File: src/rtl/circle_raster_generator_assert.svh
// assertion macros shared by the circle raster generator modules
`ifndef CIRCLE_RASTER_GENERATOR_ASSERT_SVH
`define CIRCLE_RASTER_GENERATOR_ASSERT_SVH

// same-cycle implication, sampled on clk, off while rst_n is low
`define CRG_ASSERT_NOW(label, ante, cons) \
  label: assert property (@(posedge clk) disable iff (!rst_n) (ante) |-> (cons)) \
    else $error("circle raster check failed");

// next-cycle implication, sampled on clk, off while rst_n is low
`define CRG_ASSERT_NEXT(label, ante, cons) \
  label: assert property (@(posedge clk) disable iff (!rst_n) (ante) |=> (cons)) \
    else $error("circle raster check failed");

`endif

File: src/rtl/crg_pkg.sv
// shared types and constants for the circle raster generator
`timescale 1ns / 1ps
`default_nettype none

package crg_pkg;

  // request commands
  localparam logic CMD_START = 1'b0;
  localparam logic CMD_STEP  = 1'b1;

  // default output coordinate width
  localparam int COORD_BITS_DEF = 16;

  // job queue depth
  localparam int Q_DEPTH = 2;

  // index of the final result of a step
  localparam logic [2:0] FILL_LAST_IDX = 3'd3;
  localparam logic [2:0] OUTL_LAST_IDX = 3'd7;

  // one iteration handed from the front end to the span emitter
  typedef struct packed {
    logic signed [14:0] cx;
    logic signed [14:0] cy;
    logic signed [14:0] ox;
    logic signed [14:0] oy;
    logic               fill;
    logic               done;
  } job_t;

  // queue status seen by both sides
  typedef struct packed {
    logic full;
    logic empty;
  } q_stat_t;

endpackage

`default_nettype wire

File: src/rtl/crg_front.sv
// front end: takes requests, holds circle state, runs one decision update per step
`timescale 1ns / 1ps
`default_nettype none

module crg_front (
  input  wire logic               clk,
  input  wire logic               rst_n,
  input  wire logic               in_valid,
  output logic                    in_ready,
  input  wire logic               in_cmd,
  input  wire logic signed [14:0] in_center_x,
  input  wire logic signed [14:0] in_center_y,
  input  wire logic        [13:0] in_radius_in,
  input  wire logic               in_fill_mode,
  input  wire crg_pkg::q_stat_t   q_stat,
  output logic                    q_push,
  output crg_pkg::job_t           q_job
);
  import crg_pkg::*;

  logic signed [14:0] ox_r, ox_nxt;
  logic signed [14:0] oy_r, oy_nxt;
  logic signed [17:0] dec_r, dec_nxt;
  logic signed [14:0] cx_r, cx_nxt;
  logic signed [14:0] cy_r, cy_nxt;
  logic        [13:0] rad_r, rad_nxt;
  logic               fill_r, fill_nxt;
  logic               active_r, active_nxt;

  logic               acc;
  logic               step_go;
  logic signed [19:0] d_w, ox_w, oy_w, r_w;
  logic signed [19:0] two_ox, two_ro;
  logic signed [19:0] d_upd;
  logic signed [14:0] ox_upd, oy_upd;
  logic               done_upd;

  assign in_ready = !q_stat.full;
  assign acc      = in_valid && in_ready;
  assign step_go  = acc && (in_cmd == CMD_STEP) && active_r;

  // widened operands for the decision test
  assign d_w    = {{2{dec_r[17]}}, dec_r};
  assign ox_w   = {{5{ox_r[14]}}, ox_r};
  assign oy_w   = {{5{oy_r[14]}}, oy_r};
  assign r_w    = {6'd0, rad_r};
  assign two_ox = ox_w <<< 1;
  assign two_ro = (r_w - oy_w) <<< 1;

  // three-way decision update
  always_comb begin
    if (d_w >= two_ox) begin
      d_upd  = d_w - two_ox - 20'sd1;
      ox_upd = ox_r + 15'sd1;
      oy_upd = oy_r;
    end else if (d_w < two_ro) begin
      d_upd  = d_w + (oy_w <<< 1) - 20'sd1;
      ox_upd = ox_r;
      oy_upd = oy_r - 15'sd1;
    end else begin
      d_upd  = d_w + ((oy_w - ox_w - 20'sd1) <<< 1);
      ox_upd = ox_r + 15'sd1;
      oy_upd = oy_r - 15'sd1;
    end
  end

  assign done_upd = oy_upd < ox_upd;

  // job for the emitter carries the offsets before the update
  assign q_push      = step_go;
  assign q_job.cx    = cx_r;
  assign q_job.cy    = cy_r;
  assign q_job.ox    = ox_r;
  assign q_job.oy    = oy_r;
  assign q_job.fill  = fill_r;
  assign q_job.done  = done_upd;

  // state next values
  always_comb begin
    ox_nxt     = ox_r;
    oy_nxt     = oy_r;
    dec_nxt    = dec_r;
    cx_nxt     = cx_r;
    cy_nxt     = cy_r;
    rad_nxt    = rad_r;
    fill_nxt   = fill_r;
    active_nxt = active_r;
    if (acc && (in_cmd == CMD_START)) begin
      cx_nxt     = in_center_x;
      cy_nxt     = in_center_y;
      rad_nxt    = in_radius_in;
      fill_nxt   = in_fill_mode;
      ox_nxt     = '0;
      oy_nxt     = {1'b0, in_radius_in};
      dec_nxt    = {4'd0, in_radius_in} - 18'sd1;
      active_nxt = 1'b1;
    end else if (step_go) begin
      ox_nxt     = ox_upd;
      oy_nxt     = oy_upd;
      dec_nxt    = d_upd[17:0];
      active_nxt = !done_upd;
    end
  end

  always_ff @(posedge clk) begin
    if (!rst_n) begin
      ox_r     <= '0;
      oy_r     <= '0;
      dec_r    <= '0;
      cx_r     <= '0;
      cy_r     <= '0;
      rad_r    <= '0;
      fill_r   <= 1'b0;
      active_r <= 1'b0;
    end else begin
      ox_r     <= ox_nxt;
      oy_r     <= oy_nxt;
      dec_r    <= dec_nxt;
      cx_r     <= cx_nxt;
      cy_r     <= cy_nxt;
      rad_r    <= rad_nxt;
      fill_r   <= fill_nxt;
      active_r <= active_nxt;
    end
  end

`include "circle_raster_generator_assert.svh"

  // the step that ends the circle leaves the front idle
  `CRG_ASSERT_NEXT(a_done_goes_idle, step_go && done_upd, !active_r)
  // a start always leaves the front active with x offset cleared
  `CRG_ASSERT_NEXT(a_start_arms, acc && (in_cmd == CMD_START), active_r && (ox_r == 15'sd0))

endmodule

`default_nettype wire

File: src/rtl/crg_job_fifo.sv
// short job queue between the front end and the span emitter
`timescale 1ns / 1ps
`default_nettype none

module crg_job_fifo (
  input  wire logic             clk,
  input  wire logic             rst_n,
  input  wire logic             push,
  input  wire crg_pkg::job_t    push_job,
  input  wire logic             pop,
  output crg_pkg::job_t         head_job,
  output crg_pkg::q_stat_t      stat
);
  import crg_pkg::*;

  localparam int PTR_W = (Q_DEPTH > 1) ? $clog2(Q_DEPTH) : 1;
  localparam int CNT_W = $clog2(Q_DEPTH + 1);
  localparam logic [PTR_W-1:0] PTR_LAST = PTR_W'(Q_DEPTH - 1);
  localparam logic [CNT_W-1:0] CNT_FULL = CNT_W'(Q_DEPTH);

  job_t             mem_r [Q_DEPTH];
  logic [PTR_W-1:0] wr_ptr_r, wr_ptr_nxt;
  logic [PTR_W-1:0] rd_ptr_r, rd_ptr_nxt;
  logic [CNT_W-1:0] cnt_r, cnt_nxt;

  assign stat.full  = (cnt_r == CNT_FULL);
  assign stat.empty = (cnt_r == '0);
  assign head_job   = mem_r[rd_ptr_r];

  // pointer and count bookkeeping
  always_comb begin
    wr_ptr_nxt = wr_ptr_r;
    rd_ptr_nxt = rd_ptr_r;
    cnt_nxt    = cnt_r;
    if (push) begin
      wr_ptr_nxt = (wr_ptr_r == PTR_LAST) ? '0 : wr_ptr_r + 1'b1;
    end
    if (pop) begin
      rd_ptr_nxt = (rd_ptr_r == PTR_LAST) ? '0 : rd_ptr_r + 1'b1;
    end
    if (push && !pop) begin
      cnt_nxt = cnt_r + 1'b1;
    end else if (pop && !push) begin
      cnt_nxt = cnt_r - 1'b1;
    end
  end

  always_ff @(posedge clk) begin
    if (!rst_n) begin
      wr_ptr_r <= '0;
      rd_ptr_r <= '0;
      cnt_r    <= '0;
    end else begin
      wr_ptr_r <= wr_ptr_nxt;
      rd_ptr_r <= rd_ptr_nxt;
      cnt_r    <= cnt_nxt;
    end
  end

  // entry storage
  always_ff @(posedge clk) begin
    if (push) begin
      mem_r[wr_ptr_r] <= push_job;
    end
  end

`include "circle_raster_generator_assert.svh"

  // no write into a full queue
  `CRG_ASSERT_NOW(a_no_overflow, push, !stat.full)
  // no read from an empty queue
  `CRG_ASSERT_NOW(a_no_underflow, pop, !stat.empty)

endmodule

`default_nettype wire

File: src/rtl/crg_emit.sv
// span emitter: walks a job's mirrored points or spans into the output register
`timescale 1ns / 1ps
`default_nettype none

module crg_emit #(
  parameter int COORD_BITS = crg_pkg::COORD_BITS_DEF
) (
  input  wire logic                         clk,
  input  wire logic                         rst_n,
  input  wire crg_pkg::job_t                job,
  input  wire crg_pkg::q_stat_t             q_stat,
  output logic                              q_pop,
  output logic                              out_valid,
  input  wire logic                         out_ready,
  output logic signed [COORD_BITS-1:0]      out_span_x_start,
  output logic signed [COORD_BITS-1:0]      out_span_x_end,
  output logic signed [COORD_BITS-1:0]      out_span_y,
  output logic                              out_last_of_step,
  output logic                              out_circle_done
);
  import crg_pkg::*;

  localparam int SUM_W = (COORD_BITS > 17) ? COORD_BITS : 17;

  logic [2:0]                   idx_r, idx_nxt;
  logic                         vld_r, vld_nxt;
  logic signed [COORD_BITS-1:0] xs_r, xe_r, y_r;
  logic                         last_r, done_r;

  logic                         load;
  logic                         last_idx;
  logic signed [COORD_BITS-1:0] xs_c, xe_c, y_c;
  logic signed [COORD_BITS-1:0] cx_pox, cx_mox, cx_poy, cx_moy;
  logic signed [COORD_BITS-1:0] cy_pox, cy_mox, cy_poy, cy_moy;

  // wrapped center plus or minus offset
  function automatic logic [COORD_BITS-1:0] csum(input logic signed [14:0] a,
                                                 input logic signed [14:0] b,
                                                 input logic sub);
    logic signed [SUM_W-1:0] ae;
    logic signed [SUM_W-1:0] be;
    logic signed [SUM_W-1:0] s;
    ae = {{(SUM_W-15){a[14]}}, a};
    be = {{(SUM_W-15){b[14]}}, b};
    s  = sub ? (ae - be) : (ae + be);
    return s[COORD_BITS-1:0];
  endfunction

  assign cx_pox = csum(job.cx, job.ox, 1'b0);
  assign cx_mox = csum(job.cx, job.ox, 1'b1);
  assign cx_poy = csum(job.cx, job.oy, 1'b0);
  assign cx_moy = csum(job.cx, job.oy, 1'b1);
  assign cy_pox = csum(job.cy, job.ox, 1'b0);
  assign cy_mox = csum(job.cy, job.ox, 1'b1);
  assign cy_poy = csum(job.cy, job.oy, 1'b0);
  assign cy_moy = csum(job.cy, job.oy, 1'b1);

  // pick the result for the current index
  always_comb begin
    xs_c = cx_pox;
    xe_c = cx_pox;
    y_c  = cy_poy;
    if (job.fill) begin
      unique case (idx_r[1:0])
        2'd0: begin xs_c = cx_moy; xe_c = cx_poy; y_c = cy_pox; end
        2'd1: begin xs_c = cx_mox; xe_c = cx_pox; y_c = cy_poy; end
        2'd2: begin xs_c = cx_mox; xe_c = cx_pox; y_c = cy_moy; end
        2'd3: begin xs_c = cx_moy; xe_c = cx_poy; y_c = cy_mox; end
        default: begin xs_c = cx_moy; xe_c = cx_poy; y_c = cy_pox; end
      endcase
    end else begin
      unique case (idx_r)
        3'd0: begin xs_c = cx_pox; y_c = cy_poy; end
        3'd1: begin xs_c = cx_poy; y_c = cy_pox; end
        3'd2: begin xs_c = cx_mox; y_c = cy_poy; end
        3'd3: begin xs_c = cx_moy; y_c = cy_pox; end
        3'd4: begin xs_c = cx_pox; y_c = cy_moy; end
        3'd5: begin xs_c = cx_poy; y_c = cy_mox; end
        3'd6: begin xs_c = cx_mox; y_c = cy_moy; end
        3'd7: begin xs_c = cx_moy; y_c = cy_mox; end
        default: begin xs_c = cx_pox; y_c = cy_poy; end
      endcase
      xe_c = xs_c;
    end
  end

  assign last_idx = job.fill ? (idx_r == FILL_LAST_IDX) : (idx_r == OUTL_LAST_IDX);
  assign load     = !q_stat.empty && (!vld_r || out_ready);
  assign q_pop    = load && last_idx;

  // index and output valid control
  always_comb begin
    idx_nxt = idx_r;
    if (load) begin
      idx_nxt = last_idx ? 3'd0 : idx_r + 3'd1;
    end
    vld_nxt = load || (vld_r && !out_ready);
  end

  always_ff @(posedge clk) begin
    if (!rst_n) begin
      idx_r <= '0;
      vld_r <= 1'b0;
    end else begin
      idx_r <= idx_nxt;
      vld_r <= vld_nxt;
    end
  end

  // output payload register
  always_ff @(posedge clk) begin
    if (load) begin
      xs_r   <= xs_c;
      xe_r   <= xe_c;
      y_r    <= y_c;
      last_r <= last_idx;
      done_r <= last_idx && job.done;
    end
  end

  assign out_valid        = vld_r;
  assign out_span_x_start = xs_r;
  assign out_span_x_end   = xe_r;
  assign out_span_y       = y_r;
  assign out_last_of_step = last_r;
  assign out_circle_done  = done_r;

`include "circle_raster_generator_assert.svh"

  // circle end is only flagged on the final result of a step
  `CRG_ASSERT_NOW(a_done_on_last, vld_r && done_r, last_r)
  // a fill job never walks past its fourth span
  `CRG_ASSERT_NOW(a_fill_idx, !q_stat.empty && job.fill, idx_r <= FILL_LAST_IDX)

endmodule

`default_nettype wire

File: src/rtl/circle_raster_generator.sv
// top level of the circle raster generator
`timescale 1ns / 1ps
`default_nettype none

// Integer circle rasterizer (Andres scheme). A start request (cmd = 0) loads
// center, radius and outline/fill choice and gives no result; a step
// request (cmd = 1) runs one iteration and yields eight mirrored points
// (outline) or four horizontal spans (fill), the last one flagged with
// last_of_step and, on the iteration that ends the circle, circle_done. Steps
// while no circle is running are taken and dropped. The front end accepts a
// request every cycle while its two-entry job queue has room; the span
// emitter drives one result per cycle while out_ready is high, through a
// registered output, so a sustained stream of steps is bounded by that
// single output port. With the queue empty, a step's job is first written
// into the job queue and its first result is then loaded into the output
// register. Output coordinates wrap to COORD_BITS two's complement.
module circle_raster_generator #(
  parameter int COORD_BITS = crg_pkg::COORD_BITS_DEF
) (
  input  wire logic                    clk,
  input  wire logic                    rst_n,
  input  wire logic                    in_valid,
  output logic                         in_ready,
  input  wire logic                    in_cmd,
  input  wire logic signed [14:0]      in_center_x,
  input  wire logic signed [14:0]      in_center_y,
  input  wire logic        [13:0]      in_radius_in,
  input  wire logic                    in_fill_mode,
  output logic                         out_valid,
  input  wire logic                    out_ready,
  output logic signed [COORD_BITS-1:0] out_span_x_start,
  output logic signed [COORD_BITS-1:0] out_span_x_end,
  output logic signed [COORD_BITS-1:0] out_span_y,
  output logic                         out_last_of_step,
  output logic                         out_circle_done
);
  import crg_pkg::*;

  job_t    push_job;
  job_t    head_job;
  q_stat_t q_stat;
  logic    q_push;
  logic    q_pop;

  // request intake and decision update
  crg_front u_front (
    .clk          (clk),
    .rst_n        (rst_n),
    .in_valid     (in_valid),
    .in_ready     (in_ready),
    .in_cmd       (in_cmd),
    .in_center_x  (in_center_x),
    .in_center_y  (in_center_y),
    .in_radius_in (in_radius_in),
    .in_fill_mode (in_fill_mode),
    .q_stat       (q_stat),
    .q_push       (q_push),
    .q_job        (push_job)
  );

  // job queue
  crg_job_fifo u_fifo (
    .clk      (clk),
    .rst_n    (rst_n),
    .push     (q_push),
    .push_job (push_job),
    .pop      (q_pop),
    .head_job (head_job),
    .stat     (q_stat)
  );

  // point and span output
  crg_emit #(
    .COORD_BITS (COORD_BITS)
  ) u_emit (
    .clk              (clk),
    .rst_n            (rst_n),
    .job              (head_job),
    .q_stat           (q_stat),
    .q_pop            (q_pop),
    .out_valid        (out_valid),
    .out_ready        (out_ready),
    .out_span_x_start (out_span_x_start),
    .out_span_x_end   (out_span_x_end),
    .out_span_y       (out_span_y),
    .out_last_of_step (out_last_of_step),
    .out_circle_done  (out_circle_done)
  );

endmodule

`default_nettype wire

File: config.mk
export PLATFORM = sky130hd
export DESIGN_NAME = circle_raster_generator
export DESIGN_NICKNAME = d
export VERILOG_FILES = /design/src/rtl/crg_pkg.sv /design/src/rtl/crg_front.sv /design/src/rtl/crg_job_fifo.sv /design/src/rtl/crg_emit.sv /design/src/rtl/circle_raster_generator.sv
export VERILOG_INCLUDE_DIRS = /design/src /design/src/rtl
export SDC_FILE = /design/constraint.sdc
export NUM_CORES = 1
export LEC_CHECK = 0
export ABC_AREA = 1
export BUFFER_PORTS_ARGS = -buffer_cell sky130_fd_sc_hd__buf_2
export CAP_MARGIN = 30
export CORE_AREA = 5 5 245 247
export CTS_BUF_LIST = sky130_fd_sc_hd__clkbuf_4 sky130_fd_sc_hd__clkbuf_8 sky130_fd_sc_hd__clkbuf_16
export DETAILED_ROUTE_END_ITERATION = 10
export DIE_AREA = 0 0 250 252
export GPL_TIMING_DRIVEN = 0
export SLEW_MARGIN = 20
export SYNTH_ARGS = -nofsm -noshare
export SYNTH_HDL_FRONTEND = slang
export SYNTH_HIERARCHICAL = 1
export SYNTH_SLANG_ARGS = --single-unit
File: constraint.sdc
create_clock -name clk -period 12 [get_ports clk]
set_clock_uncertainty 0.05 [all_clocks]
set_input_delay 2.4 -clock clk [delete_from_list [all_inputs] [get_ports clk]]
set_output_delay 2.4 -clock clk [all_outputs]
set_load 0.01 [all_outputs]
# After elaboration in Yosys (flattened, before gate mapping)

Memories as Yosys holds them, arrays and structs flattened. A register that Yosys moved wholly into a read port is not among the register bits.
Index checks and enable logic that the tools add are counted.

Add/sub/neg operators: 24
$lt $le $gt $ge: 3
Equality and inequality tests: 11
Mux-type cells: 29
Bitwise logic cells: 2
Reduce and logical (&&, ||, !) cells: 35

Operator list:

| kind                                               | count |
|---|---|
| one-hot mux 16 bit (4 select lines)                | 3 |
| subtractor 15 x 15 -> 16 bit                       | 6 |
| 2-to-1 mux 18 bit                                  | 4 |
| adder 15 x 15 -> 16 bit                            | 4 |
| one-hot mux 16 bit (2 select lines)                | 2 |
| 2-to-1 mux 16 bit                                  | 3 |
| 2-to-1 mux 15 bit                                  | 3 |
| subtractor 18 x 2 -> 18 bit, second input constant | 2 |
| 2-to-1 mux 14 bit                                  | 2 |
| OR reduction 2 bit                                 | 11 |
| adder 18 x 16 -> 18 bit                            | 1 |
| adder 18 bit                                       | 1 |
| greater-or-equal comparator 18 x 16 -> 1 bit       | 1 |
| < comparator 18 x 17 -> 1 bit                      | 1 |
| subtractor 18 x 16 -> 18 bit                       | 1 |
| subtractor 16 x 2 -> 17 bit, second input constant | 1 |
| adder 15 x 2 -> 15 bit, second input constant      | 1 |
| < comparator 15 bit                                | 1 |
| subtractor 14 x 1 -> 15 bit, second input constant | 1 |
| subtractor 15 x 2 -> 15 bit, second input constant | 1 |
| equality test 3 bit, second input constant         | 4 |
| logical AND 1 bit                                  | 10 |
| 2-to-1 mux 1 bit                                   | 9 |
| zero test 1 bit                                    | 7 |
| 15 further kinds                                   | 24 |

Flip-flop bits (word level): 152
Memory bits (writable): 124
Input port bits: 50
Logic and storage cells: 124
Memories: 1

Memories:

| memory       | depth | width | read ports | clocked after memory_dff | wr ports | RTL line           | RTL |
|---|---|---|---|---|---|---|---|
| u_fifo.mem_r | 2     | 62    | 1          | 1                        | 1        | crg_job_fifo.sv:21 | `job_t mem_r [Q_DEPTH];` |

# Logic depth before layout (Yosys ltp)

Gate-level depths: netlist of the first run.

Depth in word-level cells: 9
Depth in mapped cells: 41
Depth with buffers taken out: 41

# Cells and area by module

Netlist of the first run, hierarchy kept.

By module, submodules not included:

| module       | times used | cells an instance | area each (um^2) | seq. area each (um^2) |
|---|---|---|---|---|
| crg_emit     | 1          | 1980              | 11279.6          | 1551.5 |
| crg_front    | 1          | 1396              | 9300.2           | 1881.8 |
| crg_job_fifo | 1          | 228               | 5006.1           | 3823.7 |

# Worst setup path after synthesis of the first run

OpenSTA, ideal clock, no wires.

Path kind: in2reg
From: input port in_valid
To: memory u_fifo/mem_r[0][0] (netlist name) (enable)
Arrival: 5.993 ns
Data required time: 11.468 ns
Path slack: 5.474 ns
Cell stages on the path: 8
Path buffers: 2
Cells stage by stage: nand2_1 inv_1 nand3_1 inv_1 clkbuf_1 clkbuf_1 inv_1 nor2_1

Cells in the longest elaborated chain, start to end: 5

RTL lines:

| what                                   | RTL line                      | RTL |
|---|---|---|
| from (decl)                            | circle_raster_generator.sv:22 | `input wire logic in_valid,` |
| logical AND 1 bit                      | crg_front.sv:39               | `assign acc = in_valid && in_ready;` |
| logical AND 1 bit (2 in series)        | crg_front.sv:40               | `assign step_go = acc && (in_cmd == CMD_STEP) && active_r;` |
| via q_push                             | circle_raster_generator.sv:42 | `logic q_push;` |
| 2-to-1 mux 1 bit                       | crg_job_fifo.sv:62            | `if (push) begin` |
| 2-to-1 mux 1 bit (implied by the code) | crg_job_fifo.sv:63            | `mem_r[wr_ptr_r] <= push_job;` |
| to (decl)                              | crg_job_fifo.sv:21            |  |

The timed path passes the listed nets, and every way through them passes these cells.

# Worst setup path in the final report of the first run

From: register u_front.oy_r[2]
To: memory u_fifo/mem_r[1][0] (netlist name), data pin

Cells in the longest elaborated chain, start to end: 5
Elaborated cells on any way between the ends: 7

RTL lines:

| what                          | RTL line         | RTL |
|---|---|---|
| from (decl)                   | crg_front.sv:22  | `logic signed [14:0] oy_r, oy_nxt;` |
| from (signal assigned)        | crg_front.sv:117 | `oy_r <= oy_nxt;` |
| subtractor 15 x 15 -> 16 bit  | crg_front.sv:48  | `assign two_ro = (r_w - oy_w) <<< 1;` |
| < comparator 18 x 17 -> 1 bit | crg_front.sv:56  | `end else if (d_w < two_ro) begin` |
| 2-to-1 mux 15 bit             | crg_front.sv:56  |  |
| 2-to-1 mux 15 bit             | crg_front.sv:52  | `if (d_w >= two_ox) begin` |
| < comparator 15 bit (*)       | crg_front.sv:67  | `assign done_upd = oy_upd < ox_upd;` |
| via u_front.done_upd          | crg_front.sv:36  | `logic done_upd;` |

The timed path passes the listed nets; every way through them passes the cells marked *.

==> results of run 1 <==
## registers in the layout, indices dropped and copies added (netlist names), 2 cells and up, named ones only
signal,cells
u_emit/out_span_y,16
u_emit/out_span_x_end,15
u_fifo/mem_r,124
u_front/cy_r,15
u_front/ox_r,15
u_front/oy_r,15
u_front/dec_r,18
u_fifo/cnt_r,2
u_emit/idx_r,3
u_front/rad_r,14
u_emit/out_span_x_start,16
u_front/cx_r,15
## cells in the final DEF, fill, tap and decap left out, types with 6 or more instances in the layout
master                      count
sky130_fd_sc_hd__nor2_1       258
sky130_fd_sc_hd__mux2_4        60
sky130_fd_sc_hd__o21ai_1       15
sky130_fd_sc_hd__o21ai_0      155
sky130_fd_sc_hd__and2_1         6
sky130_fd_sc_hd__nor3_1        37
sky130_fd_sc_hd__nand2_2        6
sky130_fd_sc_hd__buf_2        146
sky130_fd_sc_hd__edfxtp_1     173
sky130_fd_sc_hd__a211oi_1       8
sky130_fd_sc_hd__buf_1          8
sky130_fd_sc_hd__a21oi_2        9
sky130_fd_sc_hd__clkbuf_16     31
sky130_fd_sc_hd__xor2_1        98
sky130_fd_sc_hd__nor2_4         7
sky130_fd_sc_hd__xnor2_1       26
sky130_fd_sc_hd__nand3_1      266
sky130_fd_sc_hd__ha_1         261
sky130_fd_sc_hd__nand3b_1       8
sky130_fd_sc_hd__a31oi_1       25
sky130_fd_sc_hd__a21oi_1      201
sky130_fd_sc_hd__nand2_1      987
sky130_fd_sc_hd__buf_12         7
sky130_fd_sc_hd__clkbuf_1      48
sky130_fd_sc_hd__clkbuf_4       8
sky130_fd_sc_hd__nor2_2        12
sky130_fd_sc_hd__inv_2         17
sky130_fd_sc_hd__o21bai_1      21
sky130_fd_sc_hd__dfxtp_1      103
sky130_fd_sc_hd__a21boi_0       8
sky130_fd_sc_hd__o211ai_1      29
sky130_fd_sc_hd__buf_4         13
sky130_fd_sc_hd__o22ai_1        8
sky130_fd_sc_hd__nand4_1       59
sky130_fd_sc_hd__a21o_1         8
sky130_fd_sc_hd__o2111ai_1      6
sky130_fd_sc_hd__inv_1        546
sky130_fd_sc_hd__fa_1          13
## power groups by stage
stage	Combinational [mW]	Sequential (mW)	Clock, mW
final	2.59	1.17	0.925
after detailed placement	2.54	1.19	0
after global routing	2.85	1.18	0.982
after global placement	2.51	1.19	0
after floorplan	1.79	1.19	0
after CTS	2.55	1.17	0.947
## how the worst min path moves through the flow
stage	start	end	cells after the start
5_1_grt	u_front/cy_r[14]	u_fifo/mem_r[0][46]	0
4_1_cts	u_front/cx_r[14]	u_fifo/mem_r[0][61]	0
2_1_floorplan	u_front/cy_r[0]	u_fifo/mem_r[0][32]	0
6_report	u_front/cy_r[10]	u_fifo/mem_r[1][42]	0
3_5_place_dp	u_front/cx_r[14]	u_fifo/mem_r[1][61]	0
3_3_place_gp	u_front/cy_r[10]	u_fifo/mem_r[0][42]	0
## worst register-to-register path: cells and delay by family, from the launching register on
family / cells / cell delay [ps]
flip-flops: 1 / 540
adder cells (fa/ha/maj): 3 / 1060
XOR/XNOR: 1 / 170
AND/OR/NAND/NOR: 13 / 1810
AO/OA/AOI/OAI: 14 / 2860
buffers and inverters: 3 / 690
## through the flow
| stage | instance area (µm²) | power, mW | setup WS [ps] |
|---|---|---|---|
| after global placement | 27050 | 3.705 | 3118 |
| after floorplan | 25590 | 2.974 | 5474 |
| after global routing | 28200 | 5.013 | 3972 |
| after detailed placement | 27200 | 3.725 | 4579 |
| after CTS | 28200 | 4.664 | 4558 |
| final | 28200 | 4.681 | 4590 |
## metal layers
| layer | routed length [µm] | vias up | part of all wire, % |
|---|---|---|---|
| li1 | - | 12030 | - |
| met1 | 36850 | 10970 | 41 |
| met2 | 43010 | 827 | 48 |
| met3 | 4980 | 205 | 5.5 |
| met4 | 5474 | 0 | 6.1 |
| met5 | 0 | - | 0 |
## cell type report
class / instances / area, µm²
Sequential cell: 276 / 7257
Timing Repair Buffer: 107 / 640.6
Multi-Input combinational cell: 2641 / 15540
Clock buffer: 42 / 877.1
Clock inverter: 16 / 115.1
Fill cell: 5845 / 29170
Buffer: 123 / 686.9
Tap cell: 765 / 957.2
Inverter: 564 / 2120
## kinds of logic (layout without fill, tap and decap cells)
logic type	after synthesis	count (layout)	share of synthesized area (%)
AND/OR/NAND/NOR	1669	1669	27.56
buffers and inverters	687	852	10.96
AO/OA/AOI/OAI	511	511	11.42
flip-flops	276	276	28.36
adder cells (fa/ha/maj)	274	274	13.78
XOR/XNOR	125	125	4.308
multiplexers	62	62	3.609
==> summary.md, run 1 <==
| Metric | Value |
|---|---|
| Number of instances in the synthesized netlist | `about 3600` |
| Top fanout value on the critical path | `10` |
| Synth area leader | `sky130_fd_sc_hd__edfxtp_1` |
| Worst path max stage delay | `540 ps` |
| Die Outline Area | `63000 µm²` |
| Pint | `2.504 mW` |
| Post-route ant nets | `0` |
| Total global routing track utilization | `27.42%` |
| Router iterations before antenna repair | `6` |
| Cell area after synthesis | `roughly 26000 µm²` |
| Largest buffer count on any clock path | `3` |
| Hold Crit Class | `reg -> reg` |
| Count of clock tree sinks | `between 200 and 300` |
| TritonCTS clock tree | `yes` |
| Hold slack final | `398.0 ps` |
| Root Buffer | `sky130_fd_sc_hd__clkbuf_16` |
| Proportion of layout cells with a drive suffix above 1 | `9.684%` |
| Number of buffers inserted by post-CTS setup repair | `0` |
| Detailed Place HPWL | `74.06 mm` |
| Mapped Avg Cell Area | `7.099 µm²` |
| Iteration-0 DRC count of the detailed router | `2040` |
| Total power per unit cell area | `166.0 nW/µm²` |
| Global routing met1 resource utilization | `about 34%` |
| Total number of cells along the worst setup path | `34` |
| Time the final worst path needs with I/O delays and setup | `7410 ps` |
| Synthesis-stage register bit count | `276` |
| DRC violations left | `0` |
| Depth of the worst register-to-register path | `34` |
| Global routing usage on met2 | `47.89%` |
| Kind of launch point of the worst setup path | `flop` |
| MaxCap Viol Count | `0` |
| Share of Yosys cell area claimed by the top area cell type | `20.30%` |
| Top Usage Layer GRT | `met2` |
| Startpoint of the worst setup timing path | `u_front/oy_r[2]` |
| Normalized max-slew margin | `28.27%` |
| Total detailed-routing wirelength | `90.32 mm` |
| Total net switching power | `2.177 mW` |
| Clock insertion delay at the later pin of the skew report | `610 ps` |
| Final setup viols | `0` |
| Growth of design area from synthesis to finish | `10.21%` |
| DIE HEIGHT | `252 µm` |
| Number of synthesized flops with an enable pin | `173` |
| Ys flop type | `sky130_fd_sc_hd__edfxtp_1` |
| Pin count of the biggest net entering global routing | `54` |
| Fraction of power spent switching nets | `46.51%` |
| Area of the core | `approximately 57000 µm²` |
| Cell types with the largest area share after synthesis | `sky130_fd_sc_hd__edfxtp_1 20%, sky130_fd_sc_hd__nand2_1 14%, sky130_fd_sc_hd__ha_1 13%` |
| Max Clock Freq | `135.0 MHz` |
| Wire per inst | `about 20 µm` |
| Signal arrival time at the worst endpoint | `7730 ps` |
| Library cells used by synthesis | `62` |
| Start-to-end type of the worst setup path | `reg -> reg` |
| Most frequent cell after synthesis | `sky130_fd_sc_hd__nand2_1` |
| Unrepaired setup endpoints after global routing | `false` |
| Via density per instance | `between 5 and 6` |
| Final setup TNS | `0 ps` |
| Worst Setup EP | `u_fifo/mem_r[1][0]` |
| Part of the total power dissipated in combinational logic | `55.3%` |
| Final Cycle Share | `roughly three fifths` |
| Number of buffers created by CTS | `31` |
| Die extent in x | `250 µm` |
| Overflow after GRT | `0` |
| First-pass GRT wire length | `133.4 mm` |
| Core occupancy in the finished layout | `49.15%` |
| Destination of the worst register-to-register timing path | `u_fifo/mem_r[1][0]` |
| Top cells by instance count after synthesis | `987 x sky130_fd_sc_hd__nand2_1, 547 x sky130_fd_sc_hd__inv_1, 266 x sky130_fd_sc_hd__nand3_1` |
| Leakage | `roughly 14 nW` |
| Type of destination of the critical path | `flop` |
| Number of pins with negative max-slew slack in the final report | `0` |
| Share of the yosys chip area belonging to registers | `28.36%` |
| Resize count post-CTS | `0` |
| Run status | `completed` |
| Syn Nets | `3928` |
| Flop2flop setup slack | `4590 ps` |
| Clock share of power | `19.8%` |
| Total Nets Final | `4068` |
| Vias in the first global route | `22490` |
| Via total after detailed routing | `between 20000 and 25000` |
| Sequential fraction of design power | `25.0%` |
| H-tree Lvls | `1` |
| CP Buf/Inv Count | `3` |
| Starting density of the core | `44.60%` |
| CP required | `around 12000 ps` |
| Final Wtd Congestion | `0.9986` |
| Most used cell along the critical path | `sky130_fd_sc_hd__a21oi_1` |
| Beginning of the worst register-to-register path | `u_front/oy_r[2]` |
| Share of flip-flops with an asynchronous set or reset | `0%` |
| Top Ports | `102` |
| Yosys warning total | `6` |
| Number of diodes | `0` |
| Initial antenna violation count | `0` |
| Slowest cell on crit path | `sky130_fd_sc_hd__dfxtp_1` |
| Non-filler cells, final | `4534` |
| Slew of the pin with the lowest slew margin | `around 1100 ps` |
| Number of buffers added to fix hold violations after cts | `0` |
| Final hold violations | `0` |
| Placed Cells | `4476` |
| Met3 routing resource usage after global routing | `between 3 and 4%` |
| CP top delay family | `compound AO/OA/AOI/OAI gates` |
| I/O Buffers | `between 100 and 150` |
| Clk slew on worst S/H paths | `approximately 60 ps` |
| Placement row count | `88` |
| Worst ir drop on vdd | `0.1382 mV` |
No activity file was read; power rests on OpenSTA's default activity.
==> run 2, diff against run 1 <==
ABC_AREA = 0   (was 1)
CORE_AREA = 5 5 235 237   (was 5 5 245 247)
DIE_AREA = 0 0 240 242   (was 0 0 250 252)
clock period = 7.51 ns   (was 12 ns; I/O delays follow)
==> summary.md, run 2 <==
| Metric | Value |
|---|---|
| Final Wtd Congestion | `1.026 (+2.8%)` |
| Sequential fraction of design power | `25.7% (+0.7 points)` |
| Yosys warning total | `6 (unchanged)` |
| Total net switching power | `3.177 mW (+46%)` |
| Top fanout value on the critical path | `7 (-3)` |
| Via total after detailed routing | `21490 (-11%)` |
| Kind of launch point of the worst setup path | `flop` |
| Wire per inst | `24.38 µm (+22%)` |
| Growth of design area from synthesis to finish | `11.32%` |
| Type of destination of the critical path | `flop` |
| Total power per unit cell area | `278.6 nW/µm² (+68%)` |
| Most used cells in the layout excluding fill and tap cells | `261 x sky130_fd_sc_hd__ha_1, 227 x sky130_fd_sc_hd__a21oi_1, 226 x sky130_fd_sc_hd__nand2_1, 203 x sky130_fd_sc_hd__inv_1, 201 x sky130_fd_sc_hd__nor2_1` |
| Post-route cell area | `26240 µm² (-6.9%)` |
| Normalized max-slew margin | `26.69% (-1.6 points)` |
| Number of pins with negative max-slew slack in the final report | `0 (unchanged)` |
| Non-filler cells, final | `3540 (-22%)` |
| Largest buffer count on any clock path | `3 (unchanged)` |
| Library cells used by synthesis | `101 (+63%)` |
| Cell types with the largest area share after synthesis | `sky130_fd_sc_hd__edfxtp_1 22%, sky130_fd_sc_hd__ha_1 14%, sky130_fd_sc_hd__dfxtp_1 8.7%` |
| Registers with the highest flip-flop counts | `u_fifo/mem_r (124), u_front/dec_r (18)` |
| Iteration-0 DRC count of the detailed router | `2215 (+8.6%)` |
| Start-to-end type of the worst setup path | `reg -> reg` |
| TritonCTS clock tree | `yes` |
| Worst ir drop on vdd | `0.2308 mV (+67%)` |
| H-tree Lvls | `1 (unchanged)` |
| Die Outline Area | `58080 µm² (-7.8%)` |
| Cell area after synthesis | `23580 µm² (-7.9%)` |
| MaxCap Viol Count | `0 (unchanged)` |
| Post-Route M1 WL | `35.11 mm (-4.7%)` |
| Share of flip-flops with an asynchronous set or reset | `0% (unchanged)` |
| Syn Nets | `2998 (-24%)` |
| Share of the yosys chip area belonging to registers | `30.78% (+2.4 points)` |
| Detail Route met3 WL | `5.505 mm (+11%)` |
| Synth area leader | `sky130_fd_sc_hd__edfxtp_1` |
| Hold Crit Class | `reg -> reg` |
| Number of instances in the synthesized netlist | `2674 (-26%)` |
| Top Ports | `102 (unchanged)` |
| Pint | `4.135 mW (+65%)` |
| Number of diodes | `0 (unchanged)` |
| Die extent in x | `240 µm (-4.0%)` |
| Fraction of power spent switching nets | `43.44% (-3.1 points)` |
| Final Cycle Share | `95.97% (+34 points)` |
| Proportion of layout cells with a drive suffix above 1 | `11.78% (+2.1 points)` |
| Most frequent cell after synthesis | `sky130_fd_sc_hd__ha_1` |
| Most used cell along the critical path | `sky130_fd_sc_hd__ha_1` |
| Number of buffers added to fix hold violations after cts | `0 (unchanged)` |
| Commonest non-fill, non-tap cell in the layout | `sky130_fd_sc_hd__ha_1` |
| Signal arrival time at the worst endpoint | `7650 ps (-80 ps)` |
| Worst path max stage delay | `480 ps (-60 ps)` |
| Area of the core | `53070 µm² (-7.5%)` |
| Time the final worst path needs with I/O delays and setup | `7207 ps (-202.3 ps)` |
| Placed Cells | `3477 (-22%)` |
| Count of clock tree sinks | `276 (unchanged)` |
| Slew of the pin with the lowest slew margin | `1092 ps (+16.37 ps)` |
| Starting density of the core | `44.42% (-0.18 points)` |
| Root Buffer | `sky130_fd_sc_hd__clkbuf_16` |
| DRC violations left | `0 (unchanged)` |
| Synthesis-stage register bit count | `276 (unchanged)` |
| First-pass GRT wire length | `126.3 mm (-5.3%)` |
| Top cells by instance count after synthesis | `261 x sky130_fd_sc_hd__ha_1, 227 x sky130_fd_sc_hd__a21oi_1, 226 x sky130_fd_sc_hd__nand2_1` |
| Register with the highest flop count | `u_fifo/mem_r` |
| Clock insertion delay at the later pin of the skew report | `620 ps (about the same)` |
| Pin count of the biggest net entering global routing | `52 (-3.7%)` |
| Detail Route met2 WL | `39.10 mm (-9.1%)` |
| Max Clock Freq | `138.7 MHz (+2.8%)` |
| Final setup TNS | `0 ps (unchanged)` |
| Total Nets Final | `3143 (-23%)` |
| Clk slew on worst S/H paths | `70 ps (about the same)` |
| Highest metal used | `met4` |
| PnR Total Power | `7.312 mW (+56%)` |
| Number of synthesized flops with an enable pin | `173 (unchanged)` |
| DIE HEIGHT | `242 µm (-4.0%)` |
| Slowest cell on crit path | `sky130_fd_sc_hd__a311o_2` |
| Final hold violations | `0 (unchanged)` |
| Router iterations before antenna repair | `9 (+3)` |
| Run status | `completed` |
| Clock share of power | `21.0% (+1.2 points)` |
| Ys flop type | `sky130_fd_sc_hd__edfxtp_1` |
| Share of Yosys cell area claimed by the top area cell type | `22.04% (+1.7 points)` |
| Placed inst area | `25100 µm² (-7.7%)` |
| Max FFs per register | `124 (unchanged)` |
| Leakage | `10.40 nW (-26%)` |
| Initial antenna violation count | `0 (unchanged)` |
| Overflow after GRT | `0 (unchanged)` |
| Unrepaired setup endpoints after global routing | `false` |
| Part of the total power dissipated in combinational logic | `53.4% (-1.9 points)` |
| Final setup viols | `0 (unchanged)` |
| Total detailed-routing wirelength | `86.30 mm (-4.4%)` |
| Placement Setup Slack | `-569.9 ps (-5149 ps)` |
| Total global routing track utilization | `28.28% (+0.86 points)` |
| Final WS setup | `302.6 ps (-4288 ps)` |
| Post-route ant nets | `0 (unchanged)` |
| Placement row count | `85 (-3.4%)` |
| Vias in the first global route | `20440 (-9.1%)` |
| Detailed Place HPWL | `69.43 mm (-6.2%)` |
| I/O Buffers | `101 (unchanged)` |
| CP required | `7960 ps (-4360 ps)` |
| Mapped Avg Cell Area | `8.816 µm² (+24%)` |
| Via density per instance | `6.070 (+15%)` |
| Number of buffers created by CTS | `31 (unchanged)` |
run 2: changes by cell type in the layout (fill, tap and decap cells not counted), sizes merged, moves of 33 or more:
cell,delta
xnor2,+133
a21o,+38
xor2,-55
nand3,-227
nand2,-766
inv,-357
buf,-33
nand2b,+38
nand4,-45
nor2,-74
run 2: area by class of cell:
cell class                 instances  area (µm²)
inverter                         208       784.5
clock inverter                    17       136.4
buffer                           116       541.8
tap                              696       870.8
multi-input combinational       2073       15060
fill                            5055       26830
clock buffer                      41       899.6
timing repair buffer             113       684.4
sequential                       276        7264
run 2: worst max-delay path, delay by kind of cell (launching register included):
kind	cells	cell delay, ps
buffers and inverters	2	370
AND/OR/NAND/NOR	9	1760
AO/OA/AOI/OAI	12	3040
adder cells (fa/ha/maj)	3	1010
flip-flops	1	430
XOR/XNOR	2	420
run 2: cells by family after synthesis:
kind of cell	share of synthesized area, %
fa+ha+maj	14.96
simple gates	14.55
mux	4.384
xor+xnor	7.574
compound gates	22.13
buf+inv	5.626
flops	30.78
run 2: repair_timing:
item,CTS,global route
gates resized for setup,8,12
setup buffers,2,2
cloned,0,0
pin swaps,1,1
setup endpoints to repair,3,3
run 2: metal layers:
| metal | GRT usage, % | vias up |
|---|---|---|
| met5 | 0 | - |
| met4 | 17.47 | 0 |
| met3 | 3.245 | 264 |
| met2 | 46.06 | 979 |
| met1 | 35.75 | 10210 |
| li1 | - | 10040 |
run 2: final timing paths:
check / start / endpoint / slack, ps / cells past startpoint
max reg2reg: u_front/oy_r[1] / u_fifo/mem_r[0][0] / 300 / 28
max: u_front/oy_r[1] / u_fifo/mem_r[0][0] / 300 / 28
min reg2reg: u_front/cy_r[5] / u_fifo/mem_r[1][37] / 400 / 0
min: u_front/cy_r[5] / u_fifo/mem_r[1][37] / 400 / 0
run 2: power by group through the flow:
| stage | logic [mW] | clock network [mW] | registers, mW |
|---|---|---|---|
| final | 3.90 | 1.53 | 1.88 |
| after global routing | 4.24 | 1.63 | 1.88 |
| after CTS | 3.80 | 1.57 | 1.87 |
| after detailed placement | 3.75 | 0 | 1.91 |
| after global placement | 3.69 | 0 | 1.91 |
| after floorplan | 2.75 | 0 | 1.86 |
run 2: metrics by stage:
stage / hold WS (ps) / utilization, %
finish: 403.7 / 49.45
global route: 417.9 / 49.45
CTS: 406.5 / 49.33
detailed placement: 392.1 / 47.29
global placement: 381.6 / 47.02
floorplan: 373.7 / -
